`config.mk`:
```
export PLATFORM = sky130hd
export DESIGN_NAME = ttf_ctrl
export DESIGN_NICKNAME = d
export VERILOG_FILES = /design/src/rtl/ttf_pkg.sv /design/src/rtl/ttf_ctrl.sv
export SDC_FILE = /design/constraint.sdc
export NUM_CORES = 1
export LEC_CHECK = 0
export BUFFER_PORTS_ARGS = -buffer_cell sky130_fd_sc_hd__buf_2
export CAP_MARGIN = 40
export CORE_UTILIZATION = 31
export DETAILED_ROUTE_END_ITERATION = 7
export GPL_TIMING_DRIVEN = 0
export PLACE_DENSITY = 0.53
export SLEW_MARGIN = 20
export SYNTH_ARGS = -nofsm -noshare
export SYNTH_HDL_FRONTEND = slang
export SYNTH_SLANG_ARGS = --single-unit
```
`constraint.sdc`:
```
create_clock -name clk -period 2.53 [get_ports clk]
set_input_delay 0.1265 -clock clk [delete_from_list [all_inputs] [get_ports clk]]
set_output_delay 0.1265 -clock clk [all_outputs]
set_load 0.05 [all_outputs]
```
`src/rtl/ttf_pkg.sv`:
```
`timescale 1ns / 1ps
// ----------------------------------------------------------------------------
// ttf_pkg
// Shared types, constants and operand tables for the triangle tangent frame
// block.
// ----------------------------------------------------------------------------
package ttf_pkg;

    // Default parameter values.
    localparam int COORD_WIDTH_DEF   = 32;
    localparam int OUT_FRAC_BITS_DEF = 14;

    // Working widths.
    localparam int MAG_W      = 64;   // magnitude of a working vector lane
    localparam int ACC_W      = 66;   // product accumulator
    localparam int PROD_W     = 64;   // one 32 x 32 signed product
    localparam int OPND_W     = 32;   // multiplier operand
    localparam int SCALE_TOP  = 31;   // block scaling puts the peak in [2^30, 2^31)
    localparam int LANES      = 6;    // lanes of the working vector
    localparam int OUT_W      = 16;   // result component width
    localparam int N_COMP     = 9;    // result components
    localparam int SQRT_STEPS = 32;   // one result bit and two bits of a 64-bit radicand per step
    localparam int CNT_W      = 6;    // step counter for root and divide
    localparam int TERM_W     = 5;    // product term index
    localparam int Q_MAX      = 32767;

    // A-side operand codes.
    localparam logic [2:0] OPA_UV0 = 3'd0;
    localparam logic [2:0] OPA_UV1 = 3'd1;
    localparam logic [2:0] OPA_UV2 = 3'd2;
    localparam logic [2:0] OPA_UV3 = 3'd3;
    localparam logic [2:0] OPA_T0  = 3'd4;
    localparam logic [2:0] OPA_T1  = 3'd5;
    localparam logic [2:0] OPA_T2  = 3'd6;

    // B-side operand codes.
    localparam logic [3:0] OPB_UV1 = 4'd0;
    localparam logic [3:0] OPB_UV3 = 4'd1;
    localparam logic [3:0] OPB_E0  = 4'd2;
    localparam logic [3:0] OPB_E1  = 4'd3;
    localparam logic [3:0] OPB_E2  = 4'd4;
    localparam logic [3:0] OPB_E3  = 4'd5;
    localparam logic [3:0] OPB_E4  = 4'd6;
    localparam logic [3:0] OPB_E5  = 4'd7;
    localparam logic [3:0] OPB_B0  = 4'd8;
    localparam logic [3:0] OPB_B1  = 4'd9;
    localparam logic [3:0] OPB_B2  = 4'd10;

    // Commands from the controller to the datapath.
    typedef struct packed {
        logic              store_corner;
        logic              corner_slot;
        logic              launch;
        logic              scale;
        logic              store_e;
        logic              load_uv;
        logic              store_uv;
        logic              mul;
        logic              sq_mul;
        logic [TERM_W-1:0] term;
        logic [1:0]        lane;
        logic              acc_load;
        logic              acc_add;
        logic              acc_sub;
        logic              wr_det;
        logic              wr_vec;
        logic              vec_flip;
        logic              store_t;
        logic              store_b;
        logic              sqrt_init;
        logic              sqrt_step;
        logic              div_init;
        logic              div_step;
        logic              q_wr;
        logic [3:0]        q_idx;
        logic              out_load;
        logic              out_deg;
    } ttf_cmd_t;

    // Status from the datapath to the controller.
    typedef struct packed {
        logic scale_done;
        logic scale_zero;
        logic acc_zero;
    } ttf_status_t;

    // Each pair of terms forms one value as first product minus second product:
    // the determinant, then tangent, binormal and normal components.
    function automatic logic [2:0] term_opa(input logic [TERM_W-1:0] term);
        logic [2:0] r;
        unique case (term)
            5'd0:    r = OPA_UV0;
            5'd1:    r = OPA_UV2;
            5'd2:    r = OPA_UV3;
            5'd3:    r = OPA_UV1;
            5'd4:    r = OPA_UV3;
            5'd5:    r = OPA_UV1;
            5'd6:    r = OPA_UV3;
            5'd7:    r = OPA_UV1;
            5'd8:    r = OPA_UV0;
            5'd9:    r = OPA_UV2;
            5'd10:   r = OPA_UV0;
            5'd11:   r = OPA_UV2;
            5'd12:   r = OPA_UV0;
            5'd13:   r = OPA_UV2;
            5'd14:   r = OPA_T1;
            5'd15:   r = OPA_T2;
            5'd16:   r = OPA_T2;
            5'd17:   r = OPA_T0;
            5'd18:   r = OPA_T0;
            5'd19:   r = OPA_T1;
            default: r = OPA_UV0;
        endcase
        return r;
    endfunction

    function automatic logic [3:0] term_opb(input logic [TERM_W-1:0] term);
        logic [3:0] r;
        unique case (term)
            5'd0:    r = OPB_UV3;
            5'd1:    r = OPB_UV1;
            5'd2:    r = OPB_E0;
            5'd3:    r = OPB_E3;
            5'd4:    r = OPB_E1;
            5'd5:    r = OPB_E4;
            5'd6:    r = OPB_E2;
            5'd7:    r = OPB_E5;
            5'd8:    r = OPB_E3;
            5'd9:    r = OPB_E0;
            5'd10:   r = OPB_E4;
            5'd11:   r = OPB_E1;
            5'd12:   r = OPB_E5;
            5'd13:   r = OPB_E2;
            5'd14:   r = OPB_B2;
            5'd15:   r = OPB_B1;
            5'd16:   r = OPB_B0;
            5'd17:   r = OPB_B2;
            5'd18:   r = OPB_B1;
            5'd19:   r = OPB_B0;
            default: r = OPB_UV1;
        endcase
        return r;
    endfunction

endpackage

```
`src/rtl/ttf_ctrl.sv`:
```
`timescale 1ns / 1ps
// ----------------------------------------------------------------------------
// ttf_ctrl
// Controller: corner grouping, the sequence of the frame calculation and
// the output handshake.
// ----------------------------------------------------------------------------
module ttf_ctrl
    import ttf_pkg::*;
#(
    parameter int OUT_FRAC_BITS = OUT_FRAC_BITS_DEF
)
(
    input  logic        clk,
    input  logic        rst_n,
    input  logic        in_valid,
    input  logic        first_of_mesh,
    output logic        in_ready,
    output logic        out_valid,
    input  logic        out_ready,
    input  ttf_status_t status,
    output ttf_cmd_t    cmd
);

    localparam int Q_W = OUT_FRAC_BITS + 1;

    localparam logic [3:0] S_IDLE = 4'd0;
    localparam logic [3:0] S_SCE  = 4'd1;
    localparam logic [3:0] S_SCUV = 4'd2;
    localparam logic [3:0] S_MUL  = 4'd3;
    localparam logic [3:0] S_ACC  = 4'd4;
    localparam logic [3:0] S_WR   = 4'd5;
    localparam logic [3:0] S_SCV  = 4'd6;
    localparam logic [3:0] S_SQM  = 4'd7;
    localparam logic [3:0] S_SQA  = 4'd8;
    localparam logic [3:0] S_SQI  = 4'd9;
    localparam logic [3:0] S_SQRT = 4'd10;
    localparam logic [3:0] S_DVI  = 4'd11;
    localparam logic [3:0] S_DIV  = 4'd12;
    localparam logic [3:0] S_DVW  = 4'd13;
    localparam logic [3:0] S_OUT  = 4'd14;

    localparam logic [1:0] V_T = 2'd0;
    localparam logic [1:0] V_B = 2'd1;
    localparam logic [1:0] V_N = 2'd2;

    logic [3:0]        state_reg, state_next;
    logic [1:0]        count_reg, count_next;
    logic [TERM_W-1:0] term_reg,  term_next;
    logic [1:0]        lane_reg,  lane_next;
    logic [1:0]        vsel_reg,  vsel_next;
    logic [CNT_W-1:0]  cnt_reg,   cnt_next;
    logic              deg_reg,   deg_next;
    logic              ov_reg,    ov_next;
    logic [1:0]        eff_count;

    assign eff_count = first_of_mesh ? 2'd0 : count_reg;
    assign in_ready  = (state_reg == S_IDLE);
    assign out_valid = ov_reg;

    // Next state and commands.
    always_comb
    begin
        state_next = state_reg;
        count_next = count_reg;
        term_next  = term_reg;
        lane_next  = lane_reg;
        vsel_next  = vsel_reg;
        cnt_next   = cnt_reg;
        deg_next   = deg_reg;
        ov_next    = (ov_reg && out_ready) ? 1'b0 : ov_reg;
        cmd        = '0;
        cmd.term   = term_reg;
        cmd.lane   = lane_reg;
        cmd.q_idx  = 4'(vsel_reg) * 4'd3 + 4'(lane_reg);
        cmd.out_deg = deg_reg;

        unique case (state_reg)
            S_IDLE:
            begin
                if (in_valid)
                begin
                    if (eff_count != 2'd2)
                    begin
                        cmd.store_corner = 1'b1;
                        cmd.corner_slot  = eff_count[0];
                        count_next       = eff_count + 2'd1;
                    end
                    else
                    begin
                        cmd.launch = 1'b1;
                        count_next = 2'd0;
                        deg_next   = 1'b0;
                        state_next = S_SCE;
                    end
                end
            end
            S_SCE:
            begin
                cmd.scale = 1'b1;
                if (status.scale_done)
                begin
                    cmd.store_e = 1'b1;
                    cmd.load_uv = 1'b1;
                    state_next  = S_SCUV;
                end
            end
            S_SCUV:
            begin
                cmd.scale = 1'b1;
                if (status.scale_done)
                begin
                    cmd.store_uv = 1'b1;
                    term_next    = '0;
                    lane_next    = 2'd0;
                    vsel_next    = V_T;
                    state_next   = S_MUL;
                end
            end
            S_MUL:
            begin
                cmd.mul    = 1'b1;
                state_next = S_ACC;
            end
            S_ACC:
            begin
                if (!term_reg[0])
                begin
                    cmd.acc_load = 1'b1;
                    term_next    = term_reg + TERM_W'(1);
                    state_next   = S_MUL;
                end
                else
                begin
                    cmd.acc_sub = 1'b1;
                    state_next  = S_WR;
                end
            end
            S_WR:
            begin
                term_next = term_reg + TERM_W'(1);
                if (term_reg == TERM_W'(1))
                begin
                    // Determinant: zero ends the triangle as degenerate.
                    cmd.wr_det = 1'b1;
                    if (status.acc_zero)
                    begin
                        deg_next   = 1'b1;
                        state_next = S_OUT;
                    end
                    else
                    begin
                        state_next = S_MUL;
                    end
                end
                else
                begin
                    cmd.wr_vec   = 1'b1;
                    cmd.vec_flip = (vsel_reg != V_N);
                    if (lane_reg == 2'd2)
                    begin
                        lane_next  = 2'd0;
                        state_next = S_SCV;
                    end
                    else
                    begin
                        lane_next  = lane_reg + 2'd1;
                        state_next = S_MUL;
                    end
                end
            end
            S_SCV:
            begin
                cmd.scale = 1'b1;
                if (status.scale_done)
                begin
                    if (status.scale_zero)
                    begin
                        deg_next   = 1'b1;
                        state_next = S_OUT;
                    end
                    else
                    begin
                        cmd.store_t = (vsel_reg == V_T);
                        cmd.store_b = (vsel_reg == V_B);
                        lane_next   = 2'd0;
                        state_next  = S_SQM;
                    end
                end
            end
            S_SQM:
            begin
                cmd.sq_mul = 1'b1;
                state_next = S_SQA;
            end
            S_SQA:
            begin
                if (lane_reg == 2'd0)
                begin
                    cmd.acc_load = 1'b1;
                end
                else
                begin
                    cmd.acc_add = 1'b1;
                end
                if (lane_reg == 2'd2)
                begin
                    lane_next  = 2'd0;
                    state_next = S_SQI;
                end
                else
                begin
                    lane_next  = lane_reg + 2'd1;
                    state_next = S_SQM;
                end
            end
            S_SQI:
            begin
                cmd.sqrt_init = 1'b1;
                cnt_next      = '0;
                state_next    = S_SQRT;
            end
            S_SQRT:
            begin
                cmd.sqrt_step = 1'b1;
                cnt_next      = cnt_reg + CNT_W'(1);
                if (cnt_reg == CNT_W'(SQRT_STEPS - 1))
                begin
                    state_next = S_DVI;
                end
            end
            S_DVI:
            begin
                cmd.div_init = 1'b1;
                cnt_next     = '0;
                state_next   = S_DIV;
            end
            S_DIV:
            begin
                cmd.div_step = 1'b1;
                cnt_next     = cnt_reg + CNT_W'(1);
                if (cnt_reg == CNT_W'(Q_W - 1))
                begin
                    state_next = S_DVW;
                end
            end
            S_DVW:
            begin
                cmd.q_wr = 1'b1;
                if (lane_reg == 2'd2)
                begin
                    lane_next = 2'd0;
                    if (vsel_reg == V_N)
                    begin
                        state_next = S_OUT;
                    end
                    else
                    begin
                        vsel_next  = vsel_reg + 2'd1;
                        state_next = S_MUL;
                    end
                end
                else
                begin
                    lane_next  = lane_reg + 2'd1;
                    state_next = S_DVI;
                end
            end
            S_OUT:
            begin
                if (!ov_reg || out_ready)
                begin
                    cmd.out_load = 1'b1;
                    ov_next      = 1'b1;
                    state_next   = S_IDLE;
                end
            end
            default:
            begin
                state_next = S_IDLE;
            end
        endcase
    end

    always_ff @(posedge clk or negedge rst_n)
    begin
        if (!rst_n)
        begin
            state_reg <= S_IDLE;
            count_reg <= 2'd0;
            term_reg  <= '0;
            lane_reg  <= 2'd0;
            vsel_reg  <= V_T;
            cnt_reg   <= '0;
            deg_reg   <= 1'b0;
            ov_reg    <= 1'b0;
        end
        else
        begin
            state_reg <= state_next;
            count_reg <= count_next;
            term_reg  <= term_next;
            lane_reg  <= lane_next;
            vsel_reg  <= vsel_next;
            cnt_reg   <= cnt_next;
            deg_reg   <= deg_next;
            ov_reg    <= ov_next;
        end
    end

endmodule

```
## After elaboration in Yosys (flattened, before gate mapping)

Cells that the tools add are included.

| word-level totals | value |
|---|---|
| register bits | 23 |
| input bits | 8 |
| output and inout bits | 37 |
| logic and storage cells | 149 |

| cells by class | value |
|---|---|
| add/sub/neg operators | 6 |
| multipliers | 1 |
| equal/unequal tests | 38 |
| muxes and demuxes | 73 |
| reductions and logical operators | 22 |

Operators by type and width:

| operator | number |
|---|---|
| 4-bit case mux with 15 select lines | 1 |
| 4-bit two-way mux | 14 |
| 2-bit != test, second input constant | 18 |
| 2-bit two-way mux | 16 |
| 1-bit two-way mux | 29 |
| 4-bit == test, second input constant | 7 |
| 4-bit by 3-bit == test with 1-bit output, second input constant | 4 |
| 3-bit two-way mux | 5 |
| 5-bit case mux with 3 select lines | 1 |
| 6-bit case mux with 2 select lines | 1 |
| 5-bit two-way mux | 2 |
| 4-bit by 2-bit == test with 1-bit output, second input constant | 2 |
| 2-bit case mux with 4 select lines | 1 |
| 8-bit AND reduction | 1 |
| 7-bit AND reduction | 1 |
| 2-bit by 1-bit adder with 2-bit output, second input constant | 3 |
| 6-bit by 1-bit adder with 6-bit output, second input constant | 1 |
| 6-bit by 4-bit == test with 1-bit output, second input constant | 1 |
| 6-bit by 5-bit == test with 1-bit output, second input constant | 1 |
| 3-bit nonzero test | 2 |
| 2-bit OR reduction | 3 |
| 5-bit by 1-bit adder with 5-bit output, second input constant | 1 |
| 5-bit by 1-bit == test with 1-bit output, second input constant | 1 |
| 5-bit AND reduction | 1 |
| 19 further kinds | 23 |

## Depth between registers and ports, before layout

Gate-level depths: netlist of the first run.

| logic depth | value |
|---|---|
| depth after elaboration | 5 |
| gate-level depth with buffers | 8 |
| gate-level depth less buffers | 7 |

## Worst setup path before layout of the first run

Ideal clock, no wire load.

| timing | value |
|---|---|
| path type | flip-flop to flip-flop |
| start | register state_reg[0] |
| end | register count_reg[1] |
| setup time | 69 ps |
| arrival time | 2692 ps |
| data required time | 2461 ps |
| path slack | -231 ps |
| cell stages (with the launch flop) | 7 |
| path buffers | 1 |
| clock period less this slack | 2761 ps |
| path through | dfrtp_1 > or2_1 > buf_2 > nor3_2 > nand2_1 > nor3b_2 > mux2_2 |

| between the ends | value |
|---|---|
| cells in the longest elaborated chain, start to end | 2 |

RTL lines:

| what | RTL line | RTL |
|---|---|---|
| start, declared | ttf_ctrl.sv:46 | `logic [3:0] state_reg, state_next;` |
| start signal, assigned | ttf_ctrl.sv:299 | `state_reg <= state_next;` |
| 4-bit logical NOT | -- |  |
| via in_ready | ttf_ctrl.sv:17 | `output logic in_ready,` |
| 2-bit AND reduction (no line) | -- |  |
| end signal, assigned | ttf_ctrl.sv:300 | `count_reg <= count_next;` |
| end, declared | ttf_ctrl.sv:47 | `logic [1:0] count_reg, count_next;` |

The timed path passes the listed nets, and every way through them passes these cells.
A chain may end at the register's enable or synchronous reset.

==> results.json, run 1 <==
{
  "outcome": "finished clean",
  "dr_total_vias": 1751,
  "synthTopCellsByCount": "nor2_1 (24), dfrtp_1 (23), nand2_1 (21), o21ai_0 (12), inv_1 (11)",
  "tightest_slew_ps": 562.8,
  "grtUsageMet1": 0.2525,
  "hpwl_um": 3819,
  "cp_slowest_stage_delay_ps": 510,
  "vias_per_cell": 5.196,
  "antenna_cells": 0,
  "routed_wl_um": 5119,
  "worst_setup_path_end_kind": "primary output",
  "clk_latency_ps": 280,
  "start_util": 0.3302,
  "slew_headroom": 0.6248,
  "synth.ff_latch_count": 23,
  "drc": 0,
  "clock_sinks": 23,
  "n_fill_cell": 622,
  "setup_slack_ps": 207.3,
  "skew_ps": 13.44,
  "place_congestion": 0.8440,
  "die_h_um": 79.52,
  "synth.most_common_cell": "nor2_1",
  "grt.met2_usage": 0.2675,
  "drv_cap": 0,
  "track_usage": 0.1736,
  "period_needed_ps": 2323,
  "maxSlewViolCount": 0,
  "drive_gt1_frac": 0.2906,
  "vdd_drop_max_mv": 0.5862,
  "grt_pass1_vias": 1717,
  "p_per_area_nw_per_um2": 1263,
  "setup.worst_path.class": "reg2out",
  "cp_slowest_cell": "fa_1",
  "fin_nets": 286,
  "area_growth_pct": 20.35,
  "pre_cts_ws_ps": 467.8,
  "setup_viol_count_final": 0,
  "grt_max_degree": 24,
  "die-area_um2": 6323,
  "cts_tree": "done",
  "cts_root_buf": "clkbuf_8",
  "gr-total-overflow": 0,
  "grt_use_met3": 0.02057,
  "antenna_found_initial": 0,
  "p_leak_nw": 1.059,
  "path_cells": "fa_1 -> ha_1 -> fa_1 -> buf_2",
  "fmax_ghz": 0.4305,
  "die_w_um": 79.52,
  "syn_nets": 236,
  "fin_crit_sh": 0.9180,
  "synth_area_per_cell_um2": 8.625,
  "portBuffers": 44,
  "ys_warn_count": 0,
  "ys_seq_area_frac": 0.3089,
  "synth_area_um2": 1863,
  "path_max_fanout": 7,
  "synth-main-ff-cell": "dfrtp_1",
  "yosysTopAreaCell": "dfrtp_1",
  "clock_path_buffers": 2,
  "clkTransAtPathRegs_ps": 100,
  "rows": 27,
  "first_iter_violations": 107,
  "tns_ps": 0,
  "critPathRequiredTime_ps": 2400,
  "async_flop_share": 1.000,
  "htree_levels": 1,
  "yosysUniqueCellTypes": 60,
  "first_pass_iters": 4,
  "worst-endpoint-arrival_ps": 2200,
  "worst_setup_path_start_kind": "flip-flop",
  "ys_top_cells_by_area": "dfrtp_1 (31%), ha_1 (6.7%), nor2_1 (4.8%)",
  "grt_pass1_wl_um": 8528,
  "crit_path_frequent_cell": "fa_1",
  "wl_per_cell_um": 15.19,
  "cts_buffers": 3,
  "drtAntennaViolNets": 0,
  "hold_viol": 0,
  "largest_reg_flops": 6,
  "synth_top_area_frac": 0.3089,
  "rsz0062_at_grt": "false",
  "core_area_um2": 5642,
  "synth-edff-count": 0,
  "pin_count": 45,
  "syn-instance-count": 216,
  "min_path_type": "in2reg",
  "cts_resized": 0,
  "busiest_layer": "met2"
}
per-stage QoR:
step                      utilization  power (mW)  hold slack, ps  cell area (µm²)  cells
final                          0.3974       2.833           130.5             2242    337
after global routing           0.3974       3.072           131.4             2242    337
after CTS                      0.3974       2.852           136.2             2242    337
after detailed placement       0.3874       2.595           156.7             2186    332
after global placement         0.3874       2.583           153.6             2186    332
after floorplan                     -       2.163          -169.1             1876    216
logic make-up (layout without fill, tap and decap cells):
logic type                 after synthesis  in the layout  share of synthesized area
AOI/OAI and AO/OA                       56             56                     0.2075
DFF                                     23             23                     0.3089
buffers and inverters                   25             74                    0.07790
xor gates and xnor gates                 4              4                    0.01881
muxes                                    5              5                    0.02821
adders and majority gates               12             12                    0.08865
and+or+nand+nor                         91             91                     0.2700
report_power, final:
group,switching (mW),total (mW),internal [mW]
registers,0.183,0.680,0.496
clock network,0.134,0.244,0.110
logic,1.27,1.91,0.637
metal layers:
layer  vias up  share of wire
li1        873              -
met1       812           0.51
met2        59           0.43
met4         0          0.013
met3         7          0.054
met5         -              0
area by class of cell:
class / count / area (µm²) / area share
multi-input cells: 168 / 1155 / 0.5151
flip-flops and latches: 23 / 575.6 / 0.2567
repair buffers: 45 / 230.2 / 0.1027
plain buffers: 13 / 100.1 / 0.04464
well taps: 72 / 90.09 / 0.04018
inverters: 12 / 45.04 / 0.02009
clock buffers: 3 / 41.29 / 0.01842
clock inverters: 1 / 5.005 / 0.002232
final timing paths:
| path | cells past startpoint | from | slack [ps] | endpoint |
|---|---|---|---|---|
| setup reg to reg | 7 | term_reg[0]$_DFFE_PN0P_ | 420 | state_reg[2]$_DFFE_PN0P_ |
| max in group asynchronous | 2 | rst_n | 1780 | count_reg[0]$_DFFE_PN0P_ |
| min in group asynchronous | 2 | rst_n | 360 | term_reg[4]$_DFFE_PN0P_ |
| hold reg to reg | 2 | out_valid$_DFF_PN0_ | 550 | out_valid$_DFF_PN0_ |
| setup / recovery | 4 | lane_reg[1]$_DFFE_PN0P_ | 210 | cmd[4] |
| hold / removal | 2 | status[2] | 130 | state_reg[0]$_DFFE_PN0P_ |
critical path, delay by kind of cell (launching register included):
kind | cells | cell delay (ps)
fa+ha+maj | 3 | 1210
flops | 1 | 470
buf+inv | 1 | 260
what timing repair did:
action | in CTS | in global routing
hold buffers | 1 | 0
buffers inserted | 0 | 0
endpoints found under the hold margin | 23 | 0
setup endpoints to repair | 0 | 0
layout by cell type (no fill, tap or decap), types with 5 or more instances in the layout:
cell and n:
nor3_1 7, a21oi_1 8, o21ai_0 12, inv_1 11
ha_1 10, nand2_1 21, dfrtp_1 23, o31ai_1 5
nor2_1 24, buf_2 49
Power figures use the tool's default switching activity.
==> inputs of run 2 (changes only) <==
--- a/config.mk
+++ b/config.mk
@@ -5,6 +5,7 @@
 export SDC_FILE = /design/constraint.sdc
 export NUM_CORES = 1
 export LEC_CHECK = 0
+export ABC_AREA = 1
 export BUFFER_PORTS_ARGS = -buffer_cell sky130_fd_sc_hd__buf_2
 export CAP_MARGIN = 40
 export CORE_UTILIZATION = 31
==> run 2 against run 1 <==
  * Clock skew down 5.1 ps
  * Die area is 0.14% higher
  * Via count up 6.0%
  * First-iteration DRC count grew 7.5%
  * Final cell count is 19% higher
  * Largest cell class unchanged
==> results.json, run 2 <==
{
  "maxSlewViolCount": 0,
  "drc": 0,
  "wl_per_cell_um": 11.63,
  "cp_slowest_stage_delay_ps": 500,
  "min_path_type": "in2reg",
  "vias_per_cell": 4.617,
  "ys_warn_count": 0,
  "grt_pass1_wl_um": 7997,
  "cp.buffers_inverters": 1,
  "drv_cap": 0,
  "r2r_end": "term_reg[2]$_DFFE_PN0P_",
  "seq_power_share": 0.258,
  "tns_ps": 0,
  "syn_nets": 301,
  "synth.most_common_cell": "nand2_1",
  "final_common_cell": "nand2_1",
  "pin_count": 45,
  "crit_end": "cmd[4]",
  "p_int_mw": 0.9620,
  "synth_top_area_frac": 0.3085,
  "worst-endpoint-arrival_ps": 2170,
  "clock_sinks": 23,
  "drtAntennaViolNets": 0,
  "rows": 27,
  "worst_setup_path_start_kind": "flip-flop",
  "yosysUniqueCellTypes": 27,
  "setup_viol_count_final": 0,
  "clk_latency_ps": 280,
  "portBuffers": 44,
  "final_cell_mix": "nand2_1 (86), buf_2 (44), nor2_1 (40), inv_1 (37), dfrtp_1 (23)",
  "hpwl_um": 3769,
  "first_pass_iters": 4,
  "antenna_cells": 0,
  "pre_cts_ws_ps": 513.3,
  "die-area_um2": 6332,
  "crit_path_start": "lane_reg[1]$_DFFE_PN0P_",
  "track_usage": 0.1591,
  "routed_wl_um": 4676,
  "antenna_found_initial": 0,
  "synth_area_um2": 1866,
  "start_util": 0.3307,
  "r2r_start": "state_reg[0]$_DFFE_PN0P_",
  "synth.ff_latch_count": 23,
  "vdd_drop_max_mv": 0.5570,
  "ff2ff_path_depth": 8,
  "htree_levels": 1,
  "die_w_um": 79.58,
  "path_cells": "fa_1 -> ha_1 -> fa_1 -> buf_2",
  "synthTopCellsByCount": "nand2_1 (86), nor2_1 (40), inv_1 (37), dfrtp_1 (23), nand3_1 (19)",
  "dr_total_vias": 1856,
  "rsz0062_at_grt": "false",
  "setup_slack_ps": 232.6,
  "yosysTopAreaCell": "dfrtp_1",
  "ys_seq_area_frac": 0.3085,
  "skew_ps": 8.357,
  "p_leak_nw": 1.309,
  "first_iter_violations": 115,
  "hold_buffers": 1,
  "largest_reg_flops": 6,
  "core_area_um2": 5642,
  "p_per_area_nw_per_um2": 1051,
  "gr-total-overflow": 0,
  "cts_buffers": 3,
  "fin_crit_sh": 0.9081,
  "syn-instance-count": 281,
  "cts_tree": "done",
  "tightest_slew_ps": 576.7,
  "period_needed_ps": 2297,
  "final_area_um2": 2235,
  "cts_resized": 0,
  "p_clk_frac": 0.106,
  "critPathRequiredTime_ps": 2400,
  "fin_nets": 351,
  "synth_area_per_cell_um2": 6.639,
  "hold_viol": 0,
  "dpl_cell_area_um2": 2176,
  "r2r_slack_ps": 920,
  "p_comb_frac": 0.636,
  "cp_top_family": "adder cells",
  "clkTransAtPathRegs_ps": 100,
  "place_congestion": 0.8325,
  "crit_path_frequent_cell": "fa_1",
  "synth-edff-count": 0,
  "outcome": "finished clean",
  "cts_root_buf": "clkbuf_8",
  "area_growth_pct": 19.79,
  "hold_ws_ps": 39.98,
  "die_h_um": 79.58,
  "cp_slowest_cell": "fa_1",
  "hp-start": "out_ready",
  "grt_pass1_vias": 1713,
  "power.total_mw": 2.349,
  "setup.worst_path.class": "reg2out",
  "n_fill_cell": 621,
  "worst_setup_path_end_kind": "primary output",
  "drive_gt1_frac": 0.2091,
  "clock_path_buffers": 2,
  "crit_cells": 4,
  "power_switching_mw": 1.387,
  "synth-main-ff-cell": "dfrtp_1",
  "post_cts_buffers": 0,
  "ys_top_cells_by_area": "dfrtp_1 (31%), nand2_1 (17%), nor2_1 (8.0%)",
  "fmax_ghz": 0.4353,
  "async_flop_share": 1.000,
  "path_max_fanout": 5,
  "switching_share": 0.5904,
  "slew_headroom": 0.6156,
  "grt_max_degree": 24
}
## run 2: kinds of logic after synthesis
| logic type | Yosys count | share of synthesized area |
|---|---|---|
| and+or+nand+nor | 166 | 0.3930 |
| buffers and inverters | 45 | 0.09859 |
| AOI/OAI and AO/OA | 31 | 0.09255 |
| DFF | 23 | 0.3085 |
| adders and majority gates | 12 | 0.08853 |
| xor gates and xnor gates | 4 | 0.01878 |
## run 2: metal layers
metal,up-vias,wire length [µm],global-route usage
met1,826,2416,0.2218
met3,4,196,0.02286
li1,983,-,-
met4,0,41,0.03818
met2,43,2021,0.2564
met5,-,0,0
## run 2: worst min-delay path by stage
stage          slack (ps)                        to  cells after the start
3_3_place_gp          170  count_reg[0]$_DFFE_PN0P_                      1
6_report               40       out_valid$_DFF_PN0_                      2
4_1_cts                40       out_valid$_DFF_PN0_                      2
2_1_floorplan        -170    cnt_reg[0]$_DFFE_PN0P_                      0
3_5_place_dp          170       out_valid$_DFF_PN0_                      1
5_1_grt                40       out_valid$_DFF_PN0_                      2
## run 2: final cells by class
type / instances / area, µm² / area share
sequential: 23 / 575.6 / 0.2576
inverter: 42 / 157.7 / 0.07055
buffer: 3 / 26.28 / 0.01176
clock inverter: 1 / 7.507 / 0.003359
multi-input combinational: 213 / 1106 / 0.4950
tap: 72 / 90.09 / 0.04031
timing repair buffer: 45 / 230.2 / 0.1030
clock buffer: 3 / 41.29 / 0.01848
## run 2: power groups by stage
stage / logic (mW) / registers [mW] / clock network (mW)
after CTS: 1.50 / 0.606 / 0.263
final: 1.49 / 0.607 / 0.249
after detailed placement: 1.50 / 0.615 / 0
after global routing: 1.65 / 0.626 / 0.273
after global placement: 1.50 / 0.613 / 0
after floorplan: 1.08 / 0.701 / 0
## run 2: stage by stage
| step | cells | util |
|---|---|---|
| 3_3_place_gp | 397 | 0.3857 |
| 4_1_cts | 402 | 0.3961 |
| 6_report | 402 | 0.3961 |
| 2_1_floorplan | 281 | - |
| 3_5_place_dp | 397 | 0.3857 |
| 5_1_grt | 402 | 0.3961 |
